==> src/rtl/nlpsc_pkg.sv <==
`timescale 1ns / 1ps

package nlpsc_pkg;

    localparam int COUNT_WIDTH = 32;
    localparam logic [31:0] LEN_SAT = 32'((64'd1 << COUNT_WIDTH) - 64'd1);

    localparam logic [2:0] SIZE_RESET = 3'd4;
    localparam logic [2:0] SIZE_MIN   = 3'd1;
    localparam logic [2:0] SIZE_MAX   = 3'd4;

    localparam int SC_LEN = 4;

    localparam int QDEPTH = 4;
    localparam int QPTR_W = $clog2(QDEPTH);
    localparam int QCNT_W = $clog2(QDEPTH + 1);

    localparam int PADDR_W = 3;
    localparam logic REG_NAL_LENGTH_SIZE = 1'b0;

    typedef enum logic [1:0]
    {
        KIND_DATA = 2'd0,
        KIND_OK   = 2'd1,
        KIND_BAD  = 2'd2
    } kind_t;

    typedef struct packed
    {
        logic [7:0] in_byte;
        logic       frame_last;
    } in_item_t;

    typedef struct packed
    {
        kind_t      kind;
        logic [7:0] out_byte;
        logic       run_last;
    } out_item_t;

    typedef struct packed
    {
        logic       has_sc;
        logic       has_data;
        logic [7:0] data_byte;
        logic       has_mark;
        logic       mark_ok;
    } cmd_t;

endpackage

==> src/rtl/nlpsc_front.sv <==
`timescale 1ns / 1ps

module nlpsc_front
(
    input  logic               clk,
    input  logic               rst_n,
    input  logic               in_valid,
    output logic               in_stall,
    input  nlpsc_pkg::in_item_t in_data,
    input  logic [2:0]         nal_length_size,
    input  logic               q_full,
    output logic               push,
    output nlpsc_pkg::cmd_t    cmd
);

    logic                              phase_reg, phase_next;
    logic [2:0]                        prefix_count_reg, prefix_count_next;
    logic [31:0]                       length_accum_reg, length_accum_next;
    logic [nlpsc_pkg::COUNT_WIDTH-1:0] payload_left_reg, payload_left_next;

    logic                              accept;
    logic [2:0]                        eff_size;
    logic [31:0]                       acc;
    logic [31:0]                       len_sat;
    logic [2:0]                        cnt;
    logic [nlpsc_pkg::COUNT_WIDTH-1:0] left_dec;
    logic                              ok;

    assign in_stall = q_full;
    assign accept   = in_valid && !q_full;

    always_comb
    begin
        if (nal_length_size < nlpsc_pkg::SIZE_MIN)
        begin
            eff_size = nlpsc_pkg::SIZE_MIN;
        end
        else if (nal_length_size > nlpsc_pkg::SIZE_MAX)
        begin
            eff_size = nlpsc_pkg::SIZE_MAX;
        end
        else
        begin
            eff_size = nal_length_size;
        end
    end

    assign acc      = {length_accum_reg[23:0], in_data.in_byte};
    assign cnt      = prefix_count_reg + 3'd1;
    assign len_sat  = (acc > nlpsc_pkg::LEN_SAT) ? nlpsc_pkg::LEN_SAT : acc;
    assign left_dec = payload_left_reg
                    - nlpsc_pkg::COUNT_WIDTH'(payload_left_reg != '0);

    always_comb
    begin
        phase_next        = phase_reg;
        prefix_count_next = prefix_count_reg;
        length_accum_next = length_accum_reg;
        payload_left_next = payload_left_reg;
        ok                = 1'b0;
        cmd               = '0;
        cmd.data_byte     = in_data.in_byte;

        if (!phase_reg)
        begin
            if (cnt >= eff_size)
            begin
                prefix_count_next = 3'd0;
                length_accum_next = 32'd0;
                if (acc == 32'd0)
                begin
                    ok = 1'b1;
                end
                else
                begin
                    payload_left_next = nlpsc_pkg::COUNT_WIDTH'(len_sat);
                    phase_next        = 1'b1;
                    cmd.has_sc        = 1'b1;
                end
            end
            else
            begin
                prefix_count_next = cnt;
                length_accum_next = acc;
            end
        end
        else
        begin
            cmd.has_data      = 1'b1;
            payload_left_next = left_dec;
            if (left_dec == '0)
            begin
                phase_next = 1'b0;
                ok         = 1'b1;
            end
        end

        if (in_data.frame_last)
        begin
            cmd.has_mark      = 1'b1;
            cmd.mark_ok       = ok;
            phase_next        = 1'b0;
            prefix_count_next = 3'd0;
            length_accum_next = 32'd0;
            payload_left_next = '0;
        end
    end

    assign push = accept && (cmd.has_sc || cmd.has_data || cmd.has_mark);

    always_ff @(posedge clk or negedge rst_n)
    begin
        if (!rst_n)
        begin
            phase_reg        <= 1'b0;
            prefix_count_reg <= 3'd0;
            length_accum_reg <= 32'd0;
            payload_left_reg <= '0;
        end
        else if (accept)
        begin
            phase_reg        <= phase_next;
            prefix_count_reg <= prefix_count_next;
            length_accum_reg <= length_accum_next;
            payload_left_reg <= payload_left_next;
        end
    end

endmodule

==> src/rtl/nlpsc_queue.sv <==
`timescale 1ns / 1ps

module nlpsc_queue
(
    input  logic            clk,
    input  logic            rst_n,
    input  logic            push,
    input  nlpsc_pkg::cmd_t push_cmd,
    output logic            full,
    input  logic            pop,
    output logic            head_valid,
    output nlpsc_pkg::cmd_t head_cmd
);

    nlpsc_pkg::cmd_t                 slot_reg [nlpsc_pkg::QDEPTH];
    logic [nlpsc_pkg::QPTR_W-1:0]    wr_ptr_reg, wr_ptr_next;
    logic [nlpsc_pkg::QPTR_W-1:0]    rd_ptr_reg, rd_ptr_next;
    logic [nlpsc_pkg::QCNT_W-1:0]    count_reg, count_next;

    assign full       = (count_reg == nlpsc_pkg::QCNT_W'(nlpsc_pkg::QDEPTH));
    assign head_valid = (count_reg != '0);
    assign head_cmd   = slot_reg[rd_ptr_reg];

    always_comb
    begin
        wr_ptr_next = wr_ptr_reg + nlpsc_pkg::QPTR_W'(push);
        rd_ptr_next = rd_ptr_reg + nlpsc_pkg::QPTR_W'(pop);
        count_next  = count_reg + nlpsc_pkg::QCNT_W'(push)
                    - nlpsc_pkg::QCNT_W'(pop);
    end

    always_ff @(posedge clk or negedge rst_n)
    begin
        if (!rst_n)
        begin
            wr_ptr_reg <= '0;
            rd_ptr_reg <= '0;
            count_reg  <= '0;
        end
        else
        begin
            wr_ptr_reg <= wr_ptr_next;
            rd_ptr_reg <= rd_ptr_next;
            count_reg  <= count_next;
        end
    end

    always_ff @(posedge clk)
    begin
        if (push)
        begin
            slot_reg[wr_ptr_reg] <= push_cmd;
        end
    end

endmodule

==> src/rtl/nlpsc_back.sv <==
`timescale 1ns / 1ps

module nlpsc_back
(
    input  logic                 clk,
    input  logic                 rst_n,
    input  logic                 head_valid,
    input  nlpsc_pkg::cmd_t      head_cmd,
    output logic                 pop,
    output logic                 out_valid,
    input  logic                 out_stall,
    output nlpsc_pkg::out_item_t out_data
);

    logic [2:0]           pos_reg, pos_next;
    logic                 out_valid_reg, out_valid_next;
    nlpsc_pkg::out_item_t out_data_reg;
    nlpsc_pkg::out_item_t result;
    logic [2:0]           n_res;
    logic                 load;
    logic                 is_last;

    assign load = head_valid && (!out_valid_reg || !out_stall);

    assign n_res = (head_cmd.has_sc ? 3'(nlpsc_pkg::SC_LEN) : 3'd0)
                 + 3'(head_cmd.has_data) + 3'(head_cmd.has_mark);
    assign is_last = (pos_reg == n_res - 3'd1);

    always_comb
    begin
        result.run_last = is_last;
        if (head_cmd.has_sc && (pos_reg < 3'(nlpsc_pkg::SC_LEN)))
        begin
            result.kind     = nlpsc_pkg::KIND_DATA;
            result.out_byte = (pos_reg == 3'(nlpsc_pkg::SC_LEN - 1)) ? 8'h01 : 8'h00;
        end
        else if (head_cmd.has_data && (pos_reg == 3'd0))
        begin
            result.kind     = nlpsc_pkg::KIND_DATA;
            result.out_byte = head_cmd.data_byte;
        end
        else
        begin
            result.kind     = head_cmd.mark_ok ? nlpsc_pkg::KIND_OK : nlpsc_pkg::KIND_BAD;
            result.out_byte = 8'h00;
        end
    end

    assign pop = load && is_last;

    always_comb
    begin
        pos_next       = pos_reg;
        out_valid_next = out_valid_reg && out_stall;
        if (load)
        begin
            out_valid_next = 1'b1;
            pos_next       = is_last ? 3'd0 : pos_reg + 3'd1;
        end
    end

    always_ff @(posedge clk or negedge rst_n)
    begin
        if (!rst_n)
        begin
            pos_reg       <= 3'd0;
            out_valid_reg <= 1'b0;
        end
        else
        begin
            pos_reg       <= pos_next;
            out_valid_reg <= out_valid_next;
        end
    end

    always_ff @(posedge clk)
    begin
        if (load)
        begin
            out_data_reg <= result;
        end
    end

    assign out_valid = out_valid_reg;
    assign out_data  = out_data_reg;

endmodule

==> src/rtl/nal_length_prefix_to_start_code_top.sv <==
`timescale 1ns / 1ps

// length-prefixed (avcc) to start-code (annex b) converter. the input side takes one
// byte per cycle whenever the four-entry command queue has room; each accepted byte
// becomes at most one queue command. the output side drains one result per cycle from
// its output register while out_stall is low; a payload byte gives one result, a
// completed nonzero length prefix four (the 00 00 00 01 start code) and a frame end
// adds one marker. a frame that ends with kind malformed must be discarded downstream.
// nal_length_size (address 0) must be written only while the block is idle (unchecked).

module nal_length_prefix_to_start_code_top
(
    input  logic                            clk,
    input  logic                            rst_n,
    input  logic                            in_valid,
    output logic                            in_stall,
    input  nlpsc_pkg::in_item_t             in_data,
    output logic                            out_valid,
    input  logic                            out_stall,
    output nlpsc_pkg::out_item_t            out_data,
    input  logic                            psel,
    input  logic                            penable,
    input  logic                            pwrite,
    input  logic [nlpsc_pkg::PADDR_W-1:0]   paddr,
    input  logic [31:0]                     pwdata,
    output logic [31:0]                     prdata,
    output logic                            pready
);

    logic [2:0]      nal_length_size_reg;
    logic            cfg_write;
    logic            q_full;
    logic            push;
    logic            pop;
    logic            head_valid;
    nlpsc_pkg::cmd_t push_cmd;
    nlpsc_pkg::cmd_t head_cmd;

    assign pready    = 1'b1;
    assign cfg_write = psel && penable && pwrite && pready;

    always_ff @(posedge clk or negedge rst_n)
    begin
        if (!rst_n)
        begin
            nal_length_size_reg <= nlpsc_pkg::SIZE_RESET;
        end
        else if (cfg_write && (paddr[2] == nlpsc_pkg::REG_NAL_LENGTH_SIZE))
        begin
            nal_length_size_reg <= pwdata[2:0];
        end
    end

    assign prdata = (paddr[2] == nlpsc_pkg::REG_NAL_LENGTH_SIZE)
                  ? {29'd0, nal_length_size_reg} : 32'd0;

    nlpsc_front u_front
    (
        .clk             (clk),
        .rst_n           (rst_n),
        .in_valid        (in_valid),
        .in_stall        (in_stall),
        .in_data         (in_data),
        .nal_length_size (nal_length_size_reg),
        .q_full          (q_full),
        .push            (push),
        .cmd             (push_cmd)
    );

    nlpsc_queue u_queue
    (
        .clk        (clk),
        .rst_n      (rst_n),
        .push       (push),
        .push_cmd   (push_cmd),
        .full       (q_full),
        .pop        (pop),
        .head_valid (head_valid),
        .head_cmd   (head_cmd)
    );

    nlpsc_back u_back
    (
        .clk        (clk),
        .rst_n      (rst_n),
        .head_valid (head_valid),
        .head_cmd   (head_cmd),
        .pop        (pop),
        .out_valid  (out_valid),
        .out_stall  (out_stall),
        .out_data   (out_data)
    );

endmodule

==> config.mk <==
export PLATFORM = sky130hd
export DESIGN_NAME = nal_length_prefix_to_start_code_top
export DESIGN_NICKNAME = d
export VERILOG_FILES = /design/src/rtl/nlpsc_pkg.sv /design/src/rtl/nlpsc_front.sv /design/src/rtl/nlpsc_queue.sv /design/src/rtl/nlpsc_back.sv /design/src/rtl/nal_length_prefix_to_start_code_top.sv
export SDC_FILE = /design/constraint.sdc
export NUM_CORES = 1
export LEC_CHECK = 0
export BUFFER_PORTS_ARGS = -buffer_cell sky130_fd_sc_hd__buf_2
export CAP_MARGIN = 0
export CORE_MARGIN = 4
export CORE_UTILIZATION = 35
export DETAILED_ROUTE_END_ITERATION = 6
export GPL_TIMING_DRIVEN = 0
export PLACE_DENSITY = 0.61
export REMOVE_ABC_BUFFERS = 1
export SYNTH_ARGS = -nofsm -noshare
export SYNTH_HDL_FRONTEND = slang
export SYNTH_SLANG_ARGS = --single-unit
==> constraint.sdc <==
create_clock -name clk -period 3.7 [get_ports clk]
set_input_delay 0.185 -clock clk [delete_from_list [all_inputs] [get_ports clk]]
set_output_delay 0.185 -clock clk [all_outputs]
set_load 0.02 [all_outputs]
==> results of run 1 <==
-- kinds of logic (layout without fill, tap and decap cells) --
logic type	Yosys count	in the layout	synth area share, %
and+or+nand+nor	181	181	14.7
DFF	133	133	55.1
AOI/OAI and AO/OA	107	107	11.8
buffers and inverters	72	121	6.45
xor gates and xnor gates	29	29	3.86
muxes	17	17	4.95
adders and majority gates	15	15	2.97
other	2	30	0.114
-- cell usage in the layout, fill, tap and decap left out, drive strengths merged, types with 7 or more instances in the layout --
master  instances
ha             14
nand2          27
dfrtp          73
nor2           48
nor3           21
nor2b          11
edfxtp         59
clkbuf         20
xnor2          17
inv            19
nor4           18
nand3          17
mux4           12
xor2           12
a22o           48
buf            67
nand4           7
a21oi          32
conb           30
-- cells in the mapped netlist (5+ instances only) --
library cell	n
nor2_1	48
xor2_1	12
nor4_1	16
nand3_1	17
edfxtp_1	59
o21ai_0	6
inv_1	17
a21oi_1	32
xnor2_1	17
ha_1	14
buf_4	31
buf_6	5
nor2b_1	11
mux4_2	12
or4_1	5
clkbuf_1	17
nand2_1	27
nor3_1	20
nand4_1	7
dfrtp_1	73
a22o_1	47
-- critical path, stage by stage, from the launching register on --
cell	delay, ps
dfrtp_2	440
or3_4	420
or4_4	520
nor2_4	110
nand4_1	120
ha_2	250
ha_4	180
nand2_4	100
buf_4	110
nor4_1	40
xnor2_1	230
nand3_1	140
or4_4	570
a21boi_4	190
-- power groups by stage --
stage	Clock [uW]	Combinational [uW]	Sequential, uW
after floorplan	0	1850	2490
after global placement	0	2440	2560
after detailed placement	0	2640	2540
after CTS	1650	2930	2520
after global routing	1720	3420	2570
final	1620	3110	2510
-- layer usage --
metal  global-route usage, %  up-vias  share of wire, %
met2                    22.8      189                47
met4                    6.03        0               1.9
li1                        -     2136                 -
met1                    20.4     2308                45
met3                    3.52       28               6.8
met5                       0        -                 0
-- layout make-up --
cell class	count	area [um^2]
clock inverter	12	130
sequential	133	3630
fill	1660	10400
timing repair buffer	72	536
tap	229	287
multi-input combinational	379	2750
inverter	17	63.8
clock buffer	20	437
-- metrics by stage --
step	cells	utilization [%]	cell area [um^2]
3_3_place_gp	793	37.2	6780
2_1_floorplan	529	-	6320
5_1_grt	862	43.1	7840
3_5_place_dp	800	38.0	6930
4_1_cts	845	42.2	7680
6_report	862	43.1	7840
-- worst paths after layout --
check                                       startpoint                     end  slack (ps)
hold / removal                              in_data[8]  u_queue.slot_reg[2][9]          60
setup reg to reg           u_front.payload_left_reg[8]  u_queue.slot_reg[3][0]         100
max in group asynchronous                        rst_n  nal_length_size_reg[2]        2860
min in group asynchronous                        rst_n    u_queue.count_reg[1]         220
setup / recovery           u_front.payload_left_reg[8]  u_queue.slot_reg[3][0]         100
hold reg to reg                       u_back.out_valid        u_back.out_valid         490
-- repair_timing --
item	in CTS	in global routing
resized for setup	16	9
hold endpoints to repair	26	0
buffers inserted	8	17
hold buffers	5	0
endpoints found under the setup margin	16	5
pin swaps	8	12
==> reports/qor.txt, run 1 <==
Pwr Density - 924 nW/um^2
Slew HR - 30.0%
ys flop type - dfrtp_1
Clock power frac - 22.4%
DIE WIDTH - 145 um
Leakage - 0.00324 uW
worst-margin pin slew - 1050 ps
largest net degree at the start of global routing - 54
Post-synth EDFFs - 59
Residual DRC - 0
drt wl/cell - 17.7 um
Remaining Overflow, GRT - 0
RSZ-0062 raised after global routing - true
Peak Freq - 278 MHz
clk slew on worst S/H paths - 60 ps
cells on worst reg2reg path - 13
clock buffer depth - 2
switch share - 38.4%
Num CTS Buffers - 17
largest area contributor in the netlist - dfrtp_1
power consumption - 7240 uW
Tcrit/Tclk final - 97.2%
Worst EP arrival - 3860 ps
Nets - 686
status - complete, no violations
Peak VDD IR - 0.428 mV
crit end category - register
Die H - 145 um
Routed Antenna Nets - 0
Largest register FFs - 48
switching power - 2780 uW
Synth area leaders - dfrtp_1, edfxtp_1, a22o_1
final setup fails - 0
Yosys cell types - 56
asr flop ratio synth - 55.6%
DR vias/cell - 5.41
Comb power frac - 43.0%
hpwl dp - 10400 um
Worst Hold Class - primary input to register
setup TNS - 0 ps
detailed-route wire length - 15300 um
Ports - 97
Core ar. - 18200 um^2
global-route wire length before repair - 24900 um
Syn Std Cell Area - 6570 um^2
Clock Skew - 11.4 ps
clock tree sinks - 133
CTS tree - done
internal power - 4460 uW
die footprint - 21000 um^2
Reg power frac - 34.6%
Yosys warnings - 0
Max-cap violations - 0
Layout area overhead - 19.3%
worst hold stages - 1
Worst Hold Slack - 64.8 ps
Site Rows - 49
Cells after Synth - 556
WS Path Type - register to register
Post-Syn Area per Cell - 11.8 um^2
Yosys top cell area share - 27.8%
initial antenna violation count - 0
fin crit period - 3600 ps
Port Buffers - 35
total track usage - 14.8%
Initial Utilization - 36.1%
Final GP Congestion - 0.904
Hold Fails Final Rpt - 0
CP Max Fanout - 5
Placement Setup Slack - -726 ps
Final Max Tran Viols - 0
CP required - 3960 ps
startpoint types - register
TritonRoute pass-1 iters - 5
# diodes - 0
share of cells above drive strength 1 - 23.7%
sequential share of the synthesized area - 55.1%
FF+latch count, synth - 133
worst skew pair latency - 420 ps
number of global-route vias before repair - 4562
Root Buffer - clkbuf_16
worst setup margin - 104 ps
number of DRC markers in iteration 0 - 368
CTS H-tree lvls - 4
via count - 4661
No activity file was read; power rests on OpenSTA's default activity.
==> run 2: changes to the inputs <==
BUFFER_PORTS_ARGS = -buffer_cell sky130_fd_sc_hd__buf_4   (was -buffer_cell sky130_fd_sc_hd__buf_2)
==> reports/qor.txt, run 2 (same netlist as run 1, synthesis figures left out) <==
Peak Freq - 272 MHz (-2.3%)
Reg power frac - 33.9% (-0.7 points)
DIE WIDTH - 145 um (unchanged)
total track usage - 15.0% (+0.15 points)
Final Max Tran Viols - 0 (unchanged)
crit path buf inv count - 0 (-1)
clock buffer depth - 2 (unchanged)
max incr delay on CP - 600 ps (+30 ps)
share of cells above drive strength 1 - 24.1% (+0.40 points)
crit end category - register
CP Cell Sequence - or3_4 > or4_4 > nor2_4 > nand4_1 > ha_2 > ha_1 > nand2_4 > nor4_1 > xnor2_1 > nand3_1 > or4_4 > a21boi_4
fin crit period - 3680 ps (+83.5 ps)
area occupied by multi-input gates - 2740 um^2 (-0.68%)
Tcrit/Tclk final - 99.4% (+2.3 points)
startpoint types - register
Max-cap violations - 0 (unchanged)
Clock power frac - 23.4% (+1.0 points)
Leakage - 0.00328 uW (+1.2%)
Slowest cell on crit path - or4_4
RSZ-0062 raised after global routing - true
Die H - 145 um (unchanged)
Core ar. - 18200 um^2 (unchanged)
CP Max Fanout - 9 (+4)
Ports - 97 (unchanged)
storage element area - 3640 um^2 (+0.10%)
detailed-route wire length - 15500 um (+1.2%)
status - complete, no violations
number of global-route vias before repair - 4622 (+1.3%)
# diodes - 0 (unchanged)
Num CTS Buffers - 17 (unchanged)
Most Frequent Cell on Critical Path - or4_4
final core utilization - 43.6% (+0.58 points)
Peak VDD IR - 0.469 mV (+9.7%)
CTS H-tree lvls - 4 (unchanged)
number of DRC markers in iteration 0 - 400 (+8.7%)
internal power - 4550 uW (+2.0%)
delay-heaviest family, CP - simple AND/OR/NAND/NOR gates
Largest register FFs - 48 (unchanged)
Clock Skew - 15.0 ps (+3.59 ps)
via count - 4597 (-1.4%)
initial antenna violation count - 0 (unchanged)
largest net degree at the start of global routing - 75 (+39%)
Placement Setup Slack - -751 ps (-24.4 ps)
TritonRoute pass-1 iters - 5 (unchanged)
WS Path Type - register to register
Initial Utilization - 36.1% (unchanged)
worst skew pair latency - 430 ps (about the same)
Worst EP arrival - 3950 ps (+90 ps)
Root Buffer - clkbuf_16
worst setup margin - 20.4 ps (-83.5 ps)
Filler Cell Count - 1643 (-1.0%)
Layout area overhead - 20.9%
global-route wire length before repair - 25200 um (+1.3%)
Hold Fails Final Rpt - 0 (unchanged)
Residual DRC - 0 (unchanged)
CTS tree - done
Pwr Density - 928 nW/um^2 (+0.44%)
clk slew on worst S/H paths - 70 ps (about the same)
Nets - 688 (+0.29%)
die footprint - 21000 um^2 (unchanged)
Worst Hold Class - primary input to register
Final GP Congestion - 0.899 (-0.46%)
switching power - 2820 uW (+1.6%)
Site Rows - 49 (unchanged)
drt wl/cell - 17.9 um (+0.94%)
hpwl dp - 10300 um (-1.2%)
most frequent cells in the layout - dfrtp_1, edfxtp_1, buf_4, a22o_1, nor2_1
final setup fails - 0 (unchanged)
DR vias/cell - 5.32 (-1.6%)
Port Buffers - 35 (unchanged)
Remaining Overflow, GRT - 0 (unchanged)
commonest non-fill, non-tap cell in the layout - dfrtp_1
worst-margin pin slew - 978 ps (-67.7 ps)
Comb power frac - 42.7% (-0.3 points)
Routed Antenna Nets - 0 (unchanged)
Slew HR - 34.6% (+4.6 points)
switch share - 38.3% (-0.090 points)
clock tree sinks - 133 (unchanged)
CP required - 3970 ps (about the same)
[run 2: cell count changes in the layout (fill, tap and decap cells not counted), moves of 3 or more]
cell           change
buf_2             -34
buf_4             +33
clkbuf_1           -3
dfrtp_1            -3
dfrtp_2            +3
dlygate4sd3_1      +3
[run 2: what timing repair did]
action | 4_1_cts | 5_1_grt
setup endpoints to repair | 6 | 31
hold endpoints to repair | 88 | 0
resized for setup | 16 | 10
gates cloned | 0 | 0
setup buffers | 8 | 15
pin swaps | 8 | 17
hold buffers | 8 | 0
[run 2: layout make-up]
| class | instances | share of cell area, % |
|---|---|---|
| Sequential cell | 133 | 45.8 |
| Multi-Input combinational cell | 379 | 34.4 |
| Timing Repair Buffer | 74 | 7.83 |
| Clock buffer | 17 | 5.35 |
| Tap cell | 229 | 3.61 |
| Clock inverter | 15 | 2.22 |
| Inverter | 17 | 0.803 |
[run 2: stage by stage]
stage               total power (uW)  TNS [ps]  hold slack, ps  cells  area [um^2]
finish                          7370         0            18.6    864         7950
global route                    7840      -430            12.4    864         7950
CTS                             7230         0            4.21    849         7820
detailed placement              5230     -3580             393    801         7010
global placement                5040   -305540             394    793         6870
floorplan                       4340    -80110            -111    529         6320
[run 2: final timing paths]
path | from | end | slack (ps) | depth (start not counted)
min in group asynchronous | rst_n | u_front.payload_left_reg[27] | 470 | 2
worst min-delay path | in_data[5] | u_queue.slot_reg[3][6] | 20 | 1
worst min register to register | u_back.out_valid | u_back.out_valid | 500 | 2
worst max register to register | u_front.payload_left_reg[8] | u_queue.slot_reg[2][0] | 20 | 12
worst max-delay path | u_front.payload_left_reg[8] | u_queue.slot_reg[2][0] | 20 | 12
max in group asynchronous | rst_n | u_front.payload_left_reg[7] | 2540 | 2
[run 2: routing by layer]
metal | share of wire (%) | global-route usage (%) | vias to the layer above
met5 | 0 | 0 | -
met4 | 1.8 | 5.46 | 0
met3 | 5.9 | 3.87 | 21
met2 | 46 | 23.2 | 170
met1 | 46 | 20.5 | 2270
li1 | - | - | 2136
[run 2: power by group through the flow]
stage	combinational [uW]	clock [uW]	sequential (uW)
after CTS	2970	1750	2510
final	3150	1730	2500
after detailed placement	2680	0	2540
after global placement	2480	0	2560
after floorplan	1850	0	2490
after global routing	3470	1810	2560
[run 2: worst register-to-register path, delay by kind of cell (launching register included)]
| family | cells | cell delay, ps |
|---|---|---|
| compound gates | 1 | 190 |
| flops | 1 | 430 |
| xor+xnor | 1 | 240 |
| fa+ha+maj | 2 | 480 |
| simple gates | 8 | 2180 |
==> run 3: changes to the inputs <==
BUFFER_PORTS_ARGS = -buffer_cell sky130_fd_sc_hd__buf_2   (was -buffer_cell sky130_fd_sc_hd__buf_4)
PLACE_DENSITY = not set   (was 0.61)
==> reports/qor.txt, run 3 (same netlist as run 1, synthesis figures left out) <==
Pwr Density - 922 nW/um^2 (-0.61%)
status - complete, no violations
largest net degree at the start of global routing - 57 (-24%)
Routed Antenna Nets - 0 (unchanged)
Nets - 682 (-0.87%)
crit end category - register
CTS tree - done
final setup fails - 0 (unchanged)
CTS H-tree lvls - 4 (unchanged)
fin cells - 858 (-0.69%)
die footprint - 21000 um^2 (unchanged)
Worst Hold Slack - 69.7 ps (+51.0 ps)
Comb power frac - 42.2% (-0.5 points)
worst-margin pin slew - 966 ps (-12.2 ps)
CP required - 3960 ps (about the same)
fin crit period - 3560 ps (-116 ps)
clk slew on worst S/H paths - 60 ps (about the same)
# diodes - 0 (unchanged)
Reg power frac - 34.9% (+1.0 points)
Die H - 145 um (unchanged)
Ports - 97 (unchanged)
detailed-route wire length - 15100 um (-2.4%)
most frequent cells in the layout - dfrtp_1, edfxtp_1, a22o_1, nor2_1, buf_2
Clock Skew - 6.81 ps (-8.19 ps)
Num CTS Buffers - 17 (unchanged)
TritonRoute pass-1 iters - 4 (-1)
hpwl dp - 10400 um (+0.91%)
clock tree sinks - 133 (unchanged)
via count - 4675 (+1.7%)
clock buffer depth - 2 (unchanged)
Root Buffer - clkbuf_16
WS Path Type - register to register
internal power - 4410 uW (-3.0%)
Clock power frac - 22.9% (-0.5 points)
Worst Hold Class - primary input to register
total track usage - 14.4% (-0.58 points)
Peak VDD IR - 0.456 mV (-2.7%)
GR Util met1 - 19.2% (-1.3 points)
Tcrit/Tclk final - 96.3% (-3.1 points)
Remaining Overflow, GRT - 0 (unchanged)
number of DRC markers in iteration 0 - 333 (-17%)
switch share - 38.7% (+0.41 points)
layer with the highest usage - met2
Port Buffers - 35 (unchanged)
Final Max Tran Viols - 0 (unchanged)
Layout area overhead - 18.7%
Slew HR - 35.4% (+0.82 points)
Final GP Congestion - 0.846 (-5.9%)
Residual DRC - 0 (unchanged)
commonest non-fill, non-tap cell in the layout - dfrtp_1
number of global-route vias before repair - 4524 (-2.1%)
drt wl/cell - 17.6 um (-1.7%)
Worst EP arrival - 3820 ps (-130 ps)
Hold Fails Final Rpt - 0 (unchanged)
met2 Usage GRT - 22.8% (-0.42 points)
Leakage - 0.00320 uW (-2.3%)
worst skew pair latency - 420 ps (about the same)
Max-cap violations - 0 (unchanged)
Initial Utilization - 36.1% (unchanged)
CP Max Fanout - 5 (-4)
startpoint types - register
DIE WIDTH - 145 um (unchanged)
DR vias/cell - 5.45 (+2.4%)
Inst Count DP - 801 (unchanged)
initial antenna violation count - 0 (unchanged)
Core ar. - 18200 um^2 (unchanged)
share of cells above drive strength 1 - 23.8% (-0.25 points)
Peak Freq - 281 MHz (+3.2%)
switching power - 2790 uW (-1.4%)
global-route wire length before repair - 24300 um (-3.4%)
met3 GRT Util - 3.74% (-0.12 points)
Largest register FFs - 48 (unchanged)
Site Rows - 49 (unchanged)
-- run 3: cell types whose count changed in the layout (fill, tap and decap cells not counted), sizes merged --
cell,change
buf,-3
clkbuf,+2
clkinv,-2
dlygate4sd3,-3
inv,-1
bufinv,-2
clkinvlp,+3
-- run 3: layer usage --
metal	up-vias	share of wire [%]	routed length (um)
li1	2128	-	-
met1	2363	45	6830
met2	161	48	7200
met3	23	5.2	792
met4	0	1.9	283
met5	-	0	0
-- run 3: cell type report --
class                      count  area (um^2)
multi-input combinational    379         2740
clock buffer                  19          464
sequential                   133         3640
timing repair buffer          68          493
fill                        1635        10400
inverter                      17         63.8
tap                          229          287
clock inverter                13          123
-- run 3: worst max-delay path: stages, from the launching register on --
cell      delay, ps
dfrtp_2         440
or3_4           410
or4_4           530
nor2_4          130
nand4_1         120
ha_2            220
ha_2            330
and3_1          150
nand3_1         100
nor4_2          160
nand4_1         130
or4_4           480
a21boi_4        200
-- run 3: path summary, 6_finish.rpt --
path | startpoint | end | slack [ps] | cells past startpoint
max in group asynchronous | rst_n | nal_length_size_reg[2] | 2780 | 3
min in group asynchronous | rst_n | u_front.payload_left_reg[23] | 280 | 2
max reg2reg | u_front.payload_left_reg[4] | u_queue.slot_reg[0][0] | 140 | 12
min | in_data[4] | u_queue.slot_reg[2][5] | 70 | 1
min reg2reg | u_back.out_valid | u_back.out_valid | 490 | 2
max | u_front.payload_left_reg[4] | u_queue.slot_reg[0][0] | 140 | 12
-- run 3: timing repair --
action                     in CTS  in global routing
hold endpoints to repair       41                  0
hold buffers                    5                  0
setup endpoints to repair       5                 30
pin swaps                       7                  9
cloned                          0                  0
gates resized for setup        21                  5
setup buffers                   3                 17
-- run 3: power groups by stage --
stage / logic (uW) / clock network, uW / registers, uW
finish: 3030 / 1650 / 2520
global route: 3330 / 1730 / 2580
CTS: 2880 / 1680 / 2520
detailed placement: 2660 / 0 / 2530
global placement: 2450 / 0 / 2560
floorplan: 1850 / 0 / 2490
-- run 3: stage by stage --
step	cell area [um^2]	utilization, %	power (uW)	TNS [ps]	setup slack (ps)
after floorplan	6320	-	4340	-80110	-1400
after global placement	6780	37.2	5010	-304640	-3830
after detailed placement	6930	38.1	5190	-3620	-781
after CTS	7670	42.1	7080	0	0.126
after global routing	7800	42.9	7640	-24.2	-6.36
final	7800	42.9	7200	0	136
